## config.mk

```make
export PLATFORM = sky130hd
export DESIGN_NAME = melody_note_to_tone_timer
export DESIGN_NICKNAME = d
export VERILOG_FILES = /design/src/hdl/mntt_pkg.sv /design/src/hdl/mntt_decode.sv /design/src/hdl/mntt_div.sv /design/src/hdl/mntt_scale.sv /design/src/hdl/melody_note_to_tone_timer.sv
export SDC_FILE = /design/constraint.sdc
export NUM_CORES = 2
export LEC_CHECK = 0
export BUFFER_PORTS_ARGS = -buffer_cell sky130_fd_sc_hd__clkbuf_2
export CORE_ASPECT_RATIO = 1.1
export CORE_UTILIZATION = 40
export DETAILED_ROUTE_END_ITERATION = 10
export PLACE_DENSITY = 0.66
export SKIP_CTS_REPAIR_TIMING = 1
export SYNTH_ARGS = -nofsm -noshare
export SYNTH_HDL_FRONTEND = slang
export SYNTH_SLANG_ARGS = --single-unit
```

## constraint.sdc

```tcl
create_clock -name clk -period 93 [get_ports clk]
set_input_delay 18.6 -clock clk [delete_from_list [all_inputs] [get_ports clk]]
set_output_delay 18.6 -clock clk [all_outputs]
set_load 0.1 [all_outputs]
```

## src/hdl/mntt_pkg.sv

```systemverilog
`timescale 1ns / 1ps
// ----------------------------------------------------------------------------
// mntt_pkg
// Shared types, constants and helper functions for the note to tone timer.
// ----------------------------------------------------------------------------
package mntt_pkg;

    // Field widths.
    localparam int WORD_W   = 16;
    localparam int PITCH_W  = 4;
    localparam int OCT_W    = 3;
    localparam int UNITS_W  = WORD_W - PITCH_W - OCT_W;
    localparam int CLK_W    = 25;
    localparam int UNIT_W   = 8;
    localparam int TONE_W   = 13;
    localparam int SEL_W    = 3;
    localparam int CMP_W    = 16;
    localparam int DUR_W    = 17;
    localparam int PAUSE_W  = 7;

    // Configuration port.
    localparam int CFG_IDX_W  = 2;
    localparam int CFG_DATA_W = CLK_W;
    localparam logic [CFG_IDX_W-1:0] REG_CPU_CLOCK = 2'd0;
    localparam logic [CFG_IDX_W-1:0] REG_NOTE_UNIT = 2'd1;
    localparam logic [CLK_W-1:0]  CPU_CLOCK_RESET = 25'd16000000;
    localparam logic [UNIT_W-1:0] NOTE_UNIT_RESET = 8'd32;

    // Pitch table.
    localparam int PITCH_ENTRIES = 13;
    localparam logic [OCT_W-1:0] TOP_OCTAVE = 3'd7;

    // Divider: half the clock divided by the tone frequency.
    localparam int DVD_W          = CLK_W - 1;
    localparam int DVS_W          = TONE_W;
    localparam int STEPS_PER_STG  = 2;
    localparam int DIV_STAGES     = DVD_W / STEPS_PER_STG;

    // Prescaler selection.
    localparam logic [DVD_W-1:0] COUNT_LIMIT = 24'd65536;
    localparam logic [SEL_W-1:0] PS_STOP   = 3'd0;
    localparam logic [SEL_W-1:0] PS_DIV1   = 3'd1;
    localparam logic [SEL_W-1:0] PS_DIV8   = 3'd2;
    localparam logic [SEL_W-1:0] PS_DIV64  = 3'd3;
    localparam logic [SEL_W-1:0] PS_DIV256 = 3'd4;

    // Everything about a note that rides alongside the division.
    typedef struct packed {
        logic                 eom;
        logic [TONE_W-1:0]    tone_hz;
        logic [DUR_W-1:0]     duration_ms;
        logic [PAUSE_W-1:0]   pause_ms;
    } note_info_t;

    typedef struct packed {
        logic [DVS_W-1:0] rem;
        logic [DVD_W-1:0] dq;
    } div_state_t;

    function automatic logic [TONE_W-1:0] pitch_freq(input logic [PITCH_W-1:0] pitch);
        logic [TONE_W-1:0] f;
        case (pitch)
            4'd1:    f = 13'd4186;
            4'd2:    f = 13'd4435;
            4'd3:    f = 13'd4698;
            4'd4:    f = 13'd4978;
            4'd5:    f = 13'd5274;
            4'd6:    f = 13'd5588;
            4'd7:    f = 13'd5920;
            4'd8:    f = 13'd6272;
            4'd9:    f = 13'd6665;
            4'd10:   f = 13'd6880;
            4'd11:   f = 13'd7458;
            4'd12:   f = 13'd7902;
            default: f = '0;
        endcase
        return f;
    endfunction

    // One restoring division step: the next dividend bit enters the
    // remainder and the quotient bit enters at the bottom of dq.
    function automatic div_state_t div_step(input div_state_t s, input logic [DVS_W-1:0] d);
        logic [DVS_W:0] t;
        div_state_t     r;
        t = {s.rem, s.dq[DVD_W-1]};
        if (t >= {1'b0, d}) begin
            r.rem = DVS_W'(t - {1'b0, d});
            r.dq  = {s.dq[DVD_W-2:0], 1'b1};
        end
        else begin
            r.rem = t[DVS_W-1:0];
            r.dq  = {s.dq[DVD_W-2:0], 1'b0};
        end
        return r;
    endfunction

endpackage

```

## src/hdl/mntt_decode.sv

```systemverilog
`timescale 1ns / 1ps
// ----------------------------------------------------------------------------
// mntt_decode
// First stage: unpacks the note word, looks up and shifts the pitch, and
// forms the duration and pause.
// ----------------------------------------------------------------------------
module mntt_decode (
    input  logic                                clk,
    input  logic                                rst_n,
    input  logic                                en,
    input  logic                                in_valid,
    input  logic [mntt_pkg::WORD_W-1:0]         note_word,
    input  logic [mntt_pkg::CLK_W-1:0]          cpu_clock_hz,
    input  logic [mntt_pkg::UNIT_W-1:0]         note_unit_ms,
    output logic                                dec_valid,
    output logic [mntt_pkg::DVD_W-1:0]          dec_dividend,
    output mntt_pkg::note_info_t                dec_info
);

    logic [mntt_pkg::PITCH_W-1:0] pitch;
    logic [mntt_pkg::OCT_W-1:0]   octave;
    logic [mntt_pkg::UNITS_W-1:0] units;
    logic [mntt_pkg::OCT_W-1:0]   shamt;
    logic                         eom;

    logic                         valid_reg;
    logic [mntt_pkg::DVD_W-1:0]   dividend_reg;
    mntt_pkg::note_info_t         info_reg;
    mntt_pkg::note_info_t         info_next;

    assign pitch  = note_word[mntt_pkg::PITCH_W-1:0];
    assign octave = note_word[mntt_pkg::PITCH_W +: mntt_pkg::OCT_W];
    assign units  = note_word[mntt_pkg::WORD_W-1 -: mntt_pkg::UNITS_W];
    assign shamt  = mntt_pkg::TOP_OCTAVE - octave;
    assign eom    = (note_word == '0);

    always_comb
    begin
        info_next.eom = eom;
        if (eom || (32'(pitch) >= mntt_pkg::PITCH_ENTRIES)) begin
            info_next.tone_hz = '0;
        end
        else begin
            info_next.tone_hz = mntt_pkg::pitch_freq(pitch) >> shamt;
        end
        info_next.duration_ms = mntt_pkg::DUR_W'(units) * mntt_pkg::DUR_W'(note_unit_ms);
        // The end of melody clears every other field, the pause included.
        info_next.pause_ms = eom ? '0 : note_unit_ms[mntt_pkg::UNIT_W-1:1];
    end

    always_ff @(posedge clk or negedge rst_n)
    begin
        if (!rst_n) begin
            valid_reg <= 1'b0;
        end
        else if (en) begin
            valid_reg <= in_valid;
        end
    end

    always_ff @(posedge clk)
    begin
        if (en) begin
            dividend_reg <= cpu_clock_hz[mntt_pkg::CLK_W-1:1];
            info_reg     <= info_next;
        end
    end

    assign dec_valid    = valid_reg;
    assign dec_dividend = dividend_reg;
    assign dec_info     = info_reg;

endmodule

```

## src/hdl/mntt_div.sv

```systemverilog
`timescale 1ns / 1ps
// ----------------------------------------------------------------------------
// mntt_div
// Pipelined restoring divider: a few quotient bits per stage, with the note
// information carried along each stage.
// ----------------------------------------------------------------------------
module mntt_div (
    input  logic                          clk,
    input  logic                          rst_n,
    input  logic                          en,
    input  logic                          in_valid,
    input  logic [mntt_pkg::DVD_W-1:0]    in_dividend,
    input  mntt_pkg::note_info_t          in_info,
    output logic                          div_valid,
    output logic [mntt_pkg::DVD_W-1:0]    div_quotient,
    output mntt_pkg::note_info_t          div_info
);

    logic                          v_reg    [mntt_pkg::DIV_STAGES];
    mntt_pkg::div_state_t          st_reg   [mntt_pkg::DIV_STAGES];
    mntt_pkg::note_info_t          info_reg [mntt_pkg::DIV_STAGES];

    for (genvar s = 0; s < mntt_pkg::DIV_STAGES; s++) begin : g_stage
        logic                  v_in;
        mntt_pkg::div_state_t  st_in;
        mntt_pkg::note_info_t  info_in;
        mntt_pkg::div_state_t  st_next;

        if (s == 0) begin : g_first
            assign v_in     = in_valid;
            assign st_in    = '{rem: '0, dq: in_dividend};
            assign info_in  = in_info;
        end
        else begin : g_rest
            assign v_in     = v_reg[s-1];
            assign st_in    = st_reg[s-1];
            assign info_in  = info_reg[s-1];
        end

        always_comb
        begin
            st_next = st_in;
            for (int k = 0; k < mntt_pkg::STEPS_PER_STG; k++) begin
                st_next = mntt_pkg::div_step(st_next, info_in.tone_hz);
            end
        end

        always_ff @(posedge clk or negedge rst_n)
        begin
            if (!rst_n) begin
                v_reg[s] <= 1'b0;
            end
            else if (en) begin
                v_reg[s] <= v_in;
            end
        end

        always_ff @(posedge clk)
        begin
            if (en) begin
                st_reg[s]   <= st_next;
                info_reg[s] <= info_in;
            end
        end
    end

    assign div_valid    = v_reg[mntt_pkg::DIV_STAGES-1];
    assign div_quotient = st_reg[mntt_pkg::DIV_STAGES-1].dq;
    assign div_info     = info_reg[mntt_pkg::DIV_STAGES-1];

endmodule

```

## src/hdl/mntt_scale.sv

```systemverilog
`timescale 1ns / 1ps
// ----------------------------------------------------------------------------
// mntt_scale
// Last stage: picks the prescaler, forms the compare value and holds the
// result item in the output register.
// ----------------------------------------------------------------------------
module mntt_scale (
    input  logic                               clk,
    input  logic                               rst_n,
    input  logic                               in_valid,
    input  logic [mntt_pkg::DVD_W-1:0]         quotient,
    input  mntt_pkg::note_info_t               info,
    input  logic                               out_stall,
    output logic                               out_valid,
    output logic                               end_of_melody,
    output logic                               is_rest,
    output logic [mntt_pkg::TONE_W-1:0]        tone_hz,
    output logic [mntt_pkg::SEL_W-1:0]         prescale_select,
    output logic [mntt_pkg::CMP_W-1:0]         compare_value,
    output logic [mntt_pkg::DUR_W-1:0]         duration_ms,
    output logic [mntt_pkg::PAUSE_W-1:0]       pause_ms
);

    logic                          load;
    logic                          rest;
    logic [mntt_pkg::DVD_W-1:0]    cnt8;
    logic [mntt_pkg::DVD_W-1:0]    cnt64;
    logic [mntt_pkg::DVD_W-1:0]    count;
    logic [mntt_pkg::SEL_W-1:0]    sel_next;
    logic [mntt_pkg::CMP_W-1:0]    cmp_next;

    logic                          valid_reg;
    logic                          eom_reg;
    logic                          rest_reg;
    logic [mntt_pkg::TONE_W-1:0]   tone_reg;
    logic [mntt_pkg::SEL_W-1:0]    sel_reg;
    logic [mntt_pkg::CMP_W-1:0]    cmp_reg;
    logic [mntt_pkg::DUR_W-1:0]    dur_reg;
    logic [mntt_pkg::PAUSE_W-1:0]  pause_reg;

    assign load  = !(valid_reg && out_stall);
    assign rest  = (info.tone_hz == '0);
    assign cnt8  = quotient >> 3;
    assign cnt64 = quotient >> 6;

    always_comb
    begin
        if (quotient <= mntt_pkg::COUNT_LIMIT) begin
            count    = quotient;
            sel_next = mntt_pkg::PS_DIV1;
        end
        else if (cnt8 <= mntt_pkg::COUNT_LIMIT) begin
            count    = cnt8;
            sel_next = mntt_pkg::PS_DIV8;
        end
        else if (cnt64 <= mntt_pkg::COUNT_LIMIT) begin
            count    = cnt64;
            sel_next = mntt_pkg::PS_DIV64;
        end
        else begin
            count    = quotient >> 8;
            sel_next = mntt_pkg::PS_DIV256;
        end
        // A count of zero wraps to all ones, as the timer register would.
        cmp_next = count[mntt_pkg::CMP_W-1:0] - mntt_pkg::CMP_W'(1);
        if (rest) begin
            sel_next = mntt_pkg::PS_STOP;
            cmp_next = '0;
        end
    end

    always_ff @(posedge clk or negedge rst_n)
    begin
        if (!rst_n) begin
            valid_reg <= 1'b0;
        end
        else if (load) begin
            valid_reg <= in_valid;
        end
    end

    always_ff @(posedge clk)
    begin
        if (load && in_valid) begin
            eom_reg   <= info.eom;
            rest_reg  <= rest && !info.eom;
            tone_reg  <= info.tone_hz;
            sel_reg   <= sel_next;
            cmp_reg   <= cmp_next;
            dur_reg   <= info.duration_ms;
            pause_reg <= info.pause_ms;
        end
    end

    assign out_valid       = valid_reg;
    assign end_of_melody   = eom_reg;
    assign is_rest         = rest_reg;
    assign tone_hz         = tone_reg;
    assign prescale_select = sel_reg;
    assign compare_value   = cmp_reg;
    assign duration_ms     = dur_reg;
    assign pause_ms        = pause_reg;

endmodule

```

## src/hdl/melody_note_to_tone_timer.sv

```systemverilog
`timescale 1ns / 1ps
// ----------------------------------------------------------------------------
// melody_note_to_tone_timer
// Turns a packed melody note word into tone timer settings: frequency,
// prescaler select, compare value, duration and pause.
// ----------------------------------------------------------------------------
//  channel   direction  handshake            payload
//  input     in         in_valid / in_stall  note_word
//  output    out        out_valid / out_stall end_of_melody .. pause_ms
//  config    in         wr_en                wr_index, wr_data
//
// One item is accepted per cycle unless stalled. Stages: one decode stage,
// twelve divider stages at two quotient bits each, and the output register.
// Reset clears the valid bits and loads the register defaults; no clearing
// pass is needed. While a result waits, the pipeline still fills until its
// last divider stage holds an item; only then is in_stall raised.
// ----------------------------------------------------------------------------
module melody_note_to_tone_timer (
    input  logic                                 clk,
    input  logic                                 rst_n,
    input  logic                                 wr_en,
    input  logic [mntt_pkg::CFG_IDX_W-1:0]       wr_index,
    input  logic [mntt_pkg::CFG_DATA_W-1:0]      wr_data,
    input  logic                                 in_valid,
    output logic                                 in_stall,
    input  logic [mntt_pkg::WORD_W-1:0]          note_word,
    output logic                                 out_valid,
    input  logic                                 out_stall,
    output logic                                 end_of_melody,
    output logic                                 is_rest,
    output logic [mntt_pkg::TONE_W-1:0]          tone_hz,
    output logic [mntt_pkg::SEL_W-1:0]           prescale_select,
    output logic [mntt_pkg::CMP_W-1:0]           compare_value,
    output logic [mntt_pkg::DUR_W-1:0]           duration_ms,
    output logic [mntt_pkg::PAUSE_W-1:0]         pause_ms
);

    logic [mntt_pkg::CLK_W-1:0]   cpu_clock_reg;
    logic [mntt_pkg::UNIT_W-1:0]  note_unit_reg;

    logic                         pipe_en;
    logic                         dec_valid;
    logic [mntt_pkg::DVD_W-1:0]   dec_dividend;
    mntt_pkg::note_info_t         dec_info;
    logic                         div_valid;
    logic [mntt_pkg::DVD_W-1:0]   div_quotient;
    mntt_pkg::note_info_t         div_info;

    always_ff @(posedge clk or negedge rst_n)
    begin
        if (!rst_n) begin
            cpu_clock_reg <= mntt_pkg::CPU_CLOCK_RESET;
            note_unit_reg <= mntt_pkg::NOTE_UNIT_RESET;
        end
        else if (wr_en) begin
            case (wr_index)
                mntt_pkg::REG_CPU_CLOCK: cpu_clock_reg <= wr_data;
                mntt_pkg::REG_NOTE_UNIT: note_unit_reg <= wr_data[mntt_pkg::UNIT_W-1:0];
                default: ;
            endcase
        end
    end

    // The pipeline freezes only when its last stage cannot hand over.
    assign pipe_en  = !(div_valid && out_valid && out_stall);
    assign in_stall = !pipe_en;

    mntt_decode u_decode (
        .clk          (clk),
        .rst_n        (rst_n),
        .en           (pipe_en),
        .in_valid     (in_valid),
        .note_word    (note_word),
        .cpu_clock_hz (cpu_clock_reg),
        .note_unit_ms (note_unit_reg),
        .dec_valid    (dec_valid),
        .dec_dividend (dec_dividend),
        .dec_info     (dec_info)
    );

    mntt_div u_div (
        .clk          (clk),
        .rst_n        (rst_n),
        .en           (pipe_en),
        .in_valid     (dec_valid),
        .in_dividend  (dec_dividend),
        .in_info      (dec_info),
        .div_valid    (div_valid),
        .div_quotient (div_quotient),
        .div_info     (div_info)
    );

    mntt_scale u_scale (
        .clk             (clk),
        .rst_n           (rst_n),
        .in_valid        (div_valid),
        .quotient        (div_quotient),
        .info            (div_info),
        .out_stall       (out_stall),
        .out_valid       (out_valid),
        .end_of_melody   (end_of_melody),
        .is_rest         (is_rest),
        .tone_hz         (tone_hz),
        .prescale_select (prescale_select),
        .compare_value   (compare_value),
        .duration_ms     (duration_ms),
        .pause_ms        (pause_ms)
    );

endmodule

```

# Word level (Yosys, flattened, before mapping)
# Memories as Yosys holds them, arrays and structs flattened.
# Index checks and enable logic that the tools add are counted.
[totals]
register_bits = 167
mem_bits_rw = 900
romBits = 208
in_bits = 48
out_inout_bits = 60
elab_cells = 137
mem_count = 3
[memory_table]
columns = ["memory", "words", "word_bits", "read_ports", "rd_clocked_by_memory_dff", "wr", "line", "text"]
rows = [
  ["u_div.info_reg", 12, 38, 12, 0, 12, "mntt_div.sv:21", "mntt_pkg::note_info_t info_reg [mntt_pkg::DIV_STAGES];"],
  ["u_div.st_reg", 12, 37, 12, 0, 12, "mntt_div.sv:20", "mntt_pkg::div_state_t st_reg [mntt_pkg::DIV_STAGES];"],
  ["(name not given)", 16, 13, 1, 0, 0, "mntt_pkg.sv:62", "case (pitch)"],
]
[classes]
addsub = 26
multipliers = 1
order_cmp = 28
eq_ne = 1
shifts = 1
mux = 32
reduce_logical = 15
[op_table]
columns = ["operator", "count"]
rows = [
  ["37-bit 2-to-1 mux", 24],
  ["14-bit by 13-bit >= comparator with 1-bit output", 23],
  ["13-bit subtractor", 23],
  ["16-bit 2-to-1 mux", 3],
  ["24-bit by 17-bit less-or-equal comparator with 1-bit output, second input constant", 1],
  ["21-bit by 17-bit less-or-equal comparator with 1-bit output, second input constant", 1],
  ["18-bit by 17-bit less-or-equal comparator with 1-bit output, second input constant", 1],
  ["9-bit by 8-bit multiplier with 17-bit output", 1],
  ["16-bit zero test", 1],
  ["16-bit by 1-bit subtractor with 16-bit output, second input constant", 1],
  ["1-bit by 13-bit >= comparator with 1-bit output", 1],
  ["13-bit zero test", 1],
  ["13-bit 2-to-1 mux", 1],
  ["13-bit by 3-bit >> shifter with 13-bit output", 1],
  ["1-bit by 13-bit subtractor with 13-bit output", 1],
  ["1-bit logical AND", 5],
  ["4-bit >= comparator, second input constant", 1],
  ["2-bit AND reduction", 2],
  ["3-bit 2-to-1 mux", 1],
  ["3-bit OR reduction", 1],
  ["3-bit subtractor, first input constant", 1],
  ["2-bit by 1-bit == test with 1-bit output, second input constant", 1],
  ["1-bit zero test", 2],
  ["2-bit zero test", 1],
  ["4 further kinds", 5],
]

# Depth between registers and ports, before layout
# An unclocked memory read counts as a cell.
[depth]
ltp_word = 6
ltp_mapped = 25
ltp_nobuf = 23

# Modules after synthesis
# From an unflattened synthesis, not the netlist that was laid out.
[unflattened]
hier_cells = 3927
area_unflattened_um2 = 52939.5
[by_module_without_submodules]
columns = ["module", "n_inst", "cells_each", "area_per_inst_um2", "seq_area_each_um2"]
rows = [
  ["mntt_div", 1, 3135, 43415.4, 26935.8],
  ["mntt_decode", 1, 472, 5207.5, 1886.8],
  ["mntt_scale", 1, 248, 3050.4, 1766.7],
  ["melody_note_to_tone_timer", 1, 72, 1266.2, 835.8],
]

# Least setup slack after synthesis
# No wires, ideal clock.
[synth_path]
path_type = "input -> output"
from = "input port out_stall"
to = "output port in_stall"
t_arrival_ps = 56199
t_required_ps = 74400
slack_ps = 18201
cell_stages = 3
n_path_buf = 1
path_cell_list = "nand3_1 > clkbuf_1 > inv_1"
[synth_via]
elab_chain_len = 1
[synth_lines]
columns = ["element", "line", "text"]
rows = [
  ["start, declared", "melody_note_to_tone_timer.sv:28", "input logic out_stall,"],
  ["1-bit logical AND", "melody_note_to_tone_timer.sv:65", "assign pipe_en = !(div_valid && out_valid && out_stall);"],
  ["end, declared", "melody_note_to_tone_timer.sv:25", "output logic in_stall,"],
]
# Every way passes these cells.

# Final worst setup path
# Ends and elaborated chain as after synthesis.

==> run metrics <==
crit share post-route approximately 41%; Multi-input gate area 19,400 um2; critical path's slowest cell clkbuf_2; Die Height ~380 um; WP data required 74.40 ns; post-synthesis cell count 3,978; CP arrival around 20 ns; Avg Cell Area, Syn between 10 and 15 um2; # DRC 0; dominant synthesized flop cell edfxtp_1; Layout Nets about 4,600; Peak Freq between 20 and 30 MHz; Final Critical Period about 39 ns; register area share after synthesis approximately three fifths; most common cell after layout, fill and taps aside edfxtp_1; DR vias roughly 30,000; Iter 0 DRT Violations about 1,500; final WL ~93 mm; largest net degree at the start of global routing 196; first-pass GRT wire length between 150 and 200 mm; crit-path leading delay family buffers and inverters; placed wire-length estimate 67.5 mm; commonest cells after routing, fill and taps aside edfxtp_1 (1,007), ha_1 (346), inv_1 (319); crit path max fanout 25; global routing usage on met1 around 15%; die area 132,000 um2; Buf+Inv Stages, Crit Path 3; crit path from out_stall; total core area between 100,000 and 150,000 um2; Routed Antenna Nets 0; flip-flop count of the largest register after layout approximately 460; wire per inst between 15 and 20 um; RR Startpoint u_div.st_reg[0][97]$_DFFE_PN_; Cell Chain, Critical Path clkbuf_2, nand3_4, inv_1, clkbuf_2; Crit. End Element primary output; M3 GR Usage under 10%; # setup viols final 0; Distinct cells, synth 76; Clock Sinks between 1,000 and 1,500; Min-Delay Path Class reg -> reg; Yosys reg bits about 1,100; Tot GR Track Use between 10 and 15%; hold_sp u_div.st_reg[0][117]$_DFFE_PN_; Slew HR around 30%; Max Slew Vio Count 0; die width around 350 um; deepest clock path buffer count 3; CTS tree done; io pins between 100 and 150; drt pass-1 iters 6; Post-Syn Area between 50,000 and 60,000 um2; CP max stage delay around 0.5 ns; MaxCap Viol Count 0; Clk Latency, worst-skew pair ~0.7 ns; # rows around 140; CP startpoint kind primary input; cell taking the most area after synthesis edfxtp_1; share of the synthesized area in the top cell type 57.9%; ys async rst share under 10%; H-tree depth 3; initial core utilization roughly 40%; Worst-Margin Slew between 1 and 1.5 ns; post-route setup TNS 0 ns; Fin. Hold Viols 0; vias per cell a little over 5; largest cells by area after synthesis edfxtp_1 (58%), ha_1 (8.3%), mux2_2 (4.3%); status finished clean; CTS clock-pin slew for the worst setup and hold paths approximately 0.06 ns; Top Usage Layer GRT met2; met2 Track Usage GR approximately 26%; share of cells above drive strength 1 around an eighth; GRT overflow 0; Net Count, Synth 4,436; Register Area roughly 31,000 um2; RSZ-0062 raised after global routing no; vias in the first global route 30,200; synthesis warning total 0; total CTS buffers 108; initial antenna violation count 1; Critical Path Most Common Cell clkbuf_2; Clock Skew 0.0359 ns; # port buffers approximately 110; GPL Wtd Cong between 0.8 and 0.9; Syn-to-layout area delta 12.1%; number of synthesized flops with an enable pin between 1,000 and 1,500; Layout fillers 11,400; clock tree root driver cell clkbuf_16; WS Path Type in -> out
-- kinds of logic after synthesis --
group,synth area share [%]
flip-flops,60.1
AND/OR/NAND/NOR,8.97
AO/OA/AOI/OAI,8.92
adder cells (fa/ha/maj),10.7
buffers and inverters,2.80
multiplexers,4.79
XOR/XNOR,3.64
-- through the flow --
step                      hold slack (ns)  area [um2]  util [%]  instances  setup WS (ns)
after floorplan                     0.400       52200         -       3978          18.20
after global placement              0.401       54900      42.5       5726          54.31
after detailed placement            0.405       54900      42.5       5726          54.32
after CTS                           0.377       58500      45.3       5929          54.32
after global routing                0.401       58500      45.3       5929          54.28
final                               0.384       58500      45.3       5930          54.44
-- Yosys cell counts, types with 20 or more instances --
library cell  number
o21a_1            54
nand2_1          206
a21oi_1          211
o31ai_1           20
ha_1             346
a21o_1            82
xnor2_1          149
nor3_1           107
dfrtp_1           38
o21ai_0          157
nand3_1           44
nand4_1           54
nand2b_1          22
a21boi_0          23
mux2_2           200
edfxtp_1        1007
nor2b_1           55
nor2_1           289
o41ai_1           26
inv_1            319
fa_1              64
and2_1            93
mux2i_1           25
xor2_1            68
clkbuf_1          51
-- final timing paths --
path,to,slack [ns],cells after the start
min,u_div.st_reg[1][8]$_DFFE_PN_,0.38,0
max in group asynchronous,cpu_clock_reg[1]$_DFFE_PN0P_,74.54,2
min in group asynchronous,cpu_clock_reg[15]$_DFFE_PN0P_,17.99,2
min reg2reg,u_div.st_reg[1][8]$_DFFE_PN_,0.38,0
max,in_stall,54.44,4
max reg2reg,u_div.st_reg[0][146]$_DFFE_PN_,86.27,22
-- layout make-up --
type | count | area share, %
inverters | 322 | 2.06
diodes | 1 | 0.00428
well taps | 1680 | 3.59
repair buffers | 129 | 1.30
clock buffers | 145 | 5.07
clock inverters | 58 | 1.16
flip-flops and latches | 1053 | 53.6
multi-input cells | 2542 | 33.2
-- routing by layer --
layer | share of wire [%] | vias up
met1 | 40 | 14200
met3 | 2.8 | 211
li1 | - | 15100
met5 | 0 | -
met4 | 4.7 | 0
met2 | 52 | 424
Power is left out: the tool's default activity adds up to more than one toggle a clock period on the data nets, which glitch-free logic cannot reach.
